`src/rtl/obla_pkg.sv`:
```
`timescale 1ns / 1ps
package obla_pkg;

  localparam int PRICE_W  = 10;
  localparam int IN_VOL_W = 16;
  localparam int VOL_W    = 32;
  localparam int SHOWN_W  = 6;

  localparam logic OP_ADD    = 1'b0;
  localparam logic OP_REPORT = 1'b1;
  localparam logic SIDE_SELL = 1'b0;
  localparam logic SIDE_BUY  = 1'b1;

  typedef struct packed {
    logic                opcode;
    logic                side;
    logic [PRICE_W-1:0]  price;
    logic [IN_VOL_W-1:0] volume;
  } in_t;

  typedef struct packed {
    logic               out_side;
    logic [PRICE_W-1:0] out_price;
    logic [VOL_W-1:0]   out_volume;
    logic               last;
  } out_t;

  typedef struct packed {
    logic [PRICE_W-1:0] price;
    logic [VOL_W-1:0]   volume;
  } level_t;

endpackage

```
`src/rtl/obla_cell.sv`:
```
`timescale 1ns / 1ps
module obla_cell (
  input  logic            clk,
  input  logic            push,
  input  logic            pop,
  input  obla_pkg::level_t left_in,
  input  obla_pkg::level_t right_in,
  output obla_pkg::level_t q
);

  // A push moves every entry one cell away from the top; a pop moves it back.
  always_ff @(posedge clk) begin
    if (push) begin
      q <= left_in;
    end else if (pop) begin
      q <= right_in;
    end
  end

endmodule

```
`config.mk`:
```
export PLATFORM = sky130hd
export DESIGN_NAME = obla_cell
export DESIGN_NICKNAME = d
export VERILOG_FILES = /design/src/rtl/obla_pkg.sv /design/src/rtl/obla_cell.sv
export SDC_FILE = /design/constraint.sdc
export NUM_CORES = 1
export LEC_CHECK = 0
export BUFFER_PORTS_ARGS = -buffer_cell sky130_fd_sc_hd__buf_2
export CORE_MARGIN = 1
export CORE_UTILIZATION = 30
export DETAILED_ROUTE_END_ITERATION = 8
export HOLD_SLACK_MARGIN = 0.05
export MAX_ROUTING_LAYER = met4
export PLACE_DENSITY = 0.63
export SLEW_MARGIN = 25
export SYNTH_ARGS = -nofsm -noshare
export SYNTH_HDL_FRONTEND = slang
export SYNTH_SLANG_ARGS = --single-unit
```
`constraint.sdc`:
```
create_clock -name clk -period 2.67 [get_ports clk]
set_input_delay 0.534 -clock clk [delete_from_list [all_inputs] [get_ports clk]]
set_output_delay 0.534 -clock clk [all_outputs]
set_load 0.02 [all_outputs]
```
==> flow_summary_export.csv <==
group,metric,value,unit
placement,preCtsSetupSlack,0.804,ns
floorplan,die_area,0.00692,mm²
pwr,power.sequential.fraction,53.3,%
clock_network,cts.repair.resized,0,
global_route,grt_first_pass_wirelength,6090,µm
pwr,power_switching,396,µW
pwr,comb_power_share,22.1,%
timing,fmax,657,MHz
clock_network,cts_buffers,5,
finish,final_layout_size_suffix_gt1_share,81.2,%
drt,wl_per_cell,13.3,µm
finish,largest_register_ffs,42,
setup_path,end_kind,"flip-flop",
clock_network,ctsLongestPathBuffers,2,
timing,slew_violations,0,
synthesis,yosys.area.top_type,"edfxtp_1",
placement,buffers_on_ports,128,
clock_network,cts_tree,"done",
drt,ant_nets,0,
setup_path,start_kind,"input port",
clock_network,post_cts_hold_buffers,0,
floorplan,floorplan.initialDensity,31.2,%
setup_path,cp_data_required_time,2.60,ns
finish,syn_to_final_growth,37.8,%
synthesis,synth.cells.most_frequent,"edfxtp_1, mux2_4, buf_12",
timing,tightest_slew,0.533,ns
pwr,power.clock.fraction,24.5,%
drt,drt_pass1_iterations,4,
setup_path,timing.critical_path.cells,"buf_2 > or2_2 > buf_4",
drt,detailedRoute.firstIterationViolations,28,
outcome,outcome,"finished clean",
hold_path,worst_hold_path.endpoint,"q[11]",
clock_network,cts.sinks,42,
timing,fin_setup_tns,0,ns
drt,drc_errors,0,
drt,dr_total_vias,1277,
synthesis,syn_inst,90,
synthesis,ys_types,6,
timing,timing.final.ws_setup,1.15,ns
synthesis,synth-async-reset-ratio,0,%
synthesis,yosysMostFrequentCell,"edfxtp_1",
clock_network,number_of_h_tree_levels,2,
timing,grt_setup_unrepaired,"false",
pwr,cellPowerDensity,567,mW/mm²
synthesis,syn-cell-area,0.00198,mm²
job,max-cap-violations,0,
floorplan,design.core.area,0.00635,mm²
clock_network,post-cts-setup-buffers,0,
synthesis,synth-seq-area-share,63.8,%
timing,timing.slew.headroom,64.5,%
setup_path,path_class,"in2reg",
synthesis,mappedNetlistNets,177,
synthesis,synth_largest_type_area_fraction,63.8,%
floorplan,floorplan.rows,29,
timing,post-route-period-util,57.0,%
synthesis,yosysWarnings,0,
global_route,overflow,0,
pwr,vdd_ir_drop_max,0.000279,V
floorplan,die_width,83.2,µm
setup_path,path_delay_family,"buffers and inverters",
pwr,leakage,1.32,nW
synthesis,synth-main-ff-cell,"edfxtp_1",
hold_path,worstHoldStart,"left_in[11]",
finish,nNetsFinal,310,
finish,largest_register,"q",
hold_path,hold_path_class,"in2reg",
finish,antenna_cells,0,
setup_path,critPathBufInv,2,
placement,routabilityCongestion,0.682,
drt,avgViaCountPerCell,4.26,
finish,biggest_registers_after_layout,"q: 42 flops",
floorplan,ios,129,
synthesis,synth.avg_cell_area,22.0,µm²
timing,timing.final.setup_violations,0,
pwr,power_report.internal_total,1.15,mW
global_route,grt_antenna_before_repair,0,
global_route,grt_start_max_net_pins,43,
synthesis,synth_area_leaders,"edfxtp_1, mux2_4, buf_12",
timing,final.min_clock_period,1.52,ns
global_route,track_usage,11.9,%
hold_path,worstHoldPathCells,2,
pwr,netSwitchingFraction,25.6,%
clock_network,path_clk_slew,0.08,ns
setup_path,cp_data_arrival_time,1.45,ns
floorplan,dieHeight,83.2,µm
timing,report.final.hold_viol_count,0,
clock_network,root_buffer_selected_by_cts,"clkbuf_8",
setup_path,critical_path_peak_fanout,42,
synthesis,synth_edf_count,42,
synthesis,synth_seq_cells,42,
setup_path,critical-path-max-stage-delay,0.45,ns
setup_path,crit_path_slowest_cell,"buf_4",
global_route,number_of_global_route_vias_before_repair,1336,
drt,routed_wirelength,3990,µm
==> cells in the final DEF, fill, tap and decap left out <==
cell	instances
clkinv_2	2
edfxtp_1	42
mux2_4	39
buf_4	3
or2_2	1
buf_2	128
clkbuf_8	5
mux2_2	3
==> how the worst max path moves through the flow <==
stage	startpoint	to	slack [ns]	cells past startpoint
finish	push	q[16]	1.15	3
global route	push	q[18]	1.09	3
CTS	push	q[37]	1.12	3
detailed placement	push	q[9]	0.80	3
global placement	push	q[14]	0.81	3
floorplan	push	q[0]	0.48	3
==> layout make-up <==
cell class,count,area [µm²]
clock inverter,2,10.0
multi-input combinational,43,626
timing repair buffer,131,663
clock buffer,5,68.8
fill,599,3620
tap,77,96.3
sequential,42,1260
==> kinds of logic (layout without fill, tap and decap cells) <==
group / Yosys count / after routing / synth area share, %
muxes: 42 / 42 / 31.3
DFF: 42 / 42 / 63.8
buffers and inverters: 5 / 138 / 4.62
and+or+nand+nor: 1 / 1 / 0.316
==> stage by stage <==
step / instance area (µm²) / total power [mW] / cells / util [%] / hold slack [ns]
floorplan: 1980 / 1.06 / 90 / - / 0.751
global placement: 2650 / 1.18 / 293 / 41.7 / 0.834
detailed placement: 2650 / 1.19 / 293 / 41.7 / 0.837
CTS: 2730 / 1.58 / 300 / 42.9 / 0.524
global route: 2730 / 1.62 / 300 / 42.9 / 0.522
finish: 2730 / 1.55 / 300 / 42.9 / 0.538
==> power by group through the flow <==
stage | sequential (mW) | clock, mW | combinational [mW]
2_1_floorplan | 0.940 | 0 | 0.117
3_3_place_gp | 0.839 | 0 | 0.343
3_5_place_dp | 0.841 | 0 | 0.347
4_1_cts | 0.826 | 0.403 | 0.348
5_1_grt | 0.831 | 0.421 | 0.363
6_report | 0.824 | 0.379 | 0.342
==> per-layer routing <==
metal | vias up | global-route usage, % | wire (µm)
li1 | 614 | - | -
met1 | 586 | 12.5 | 1540
met2 | 70 | 21.3 | 2140
met3 | 7 | 2.58 | 241
met4 | 0 | 5.33 | 74
met5 | - | - | 0
(Power assumes the default switching activity.)
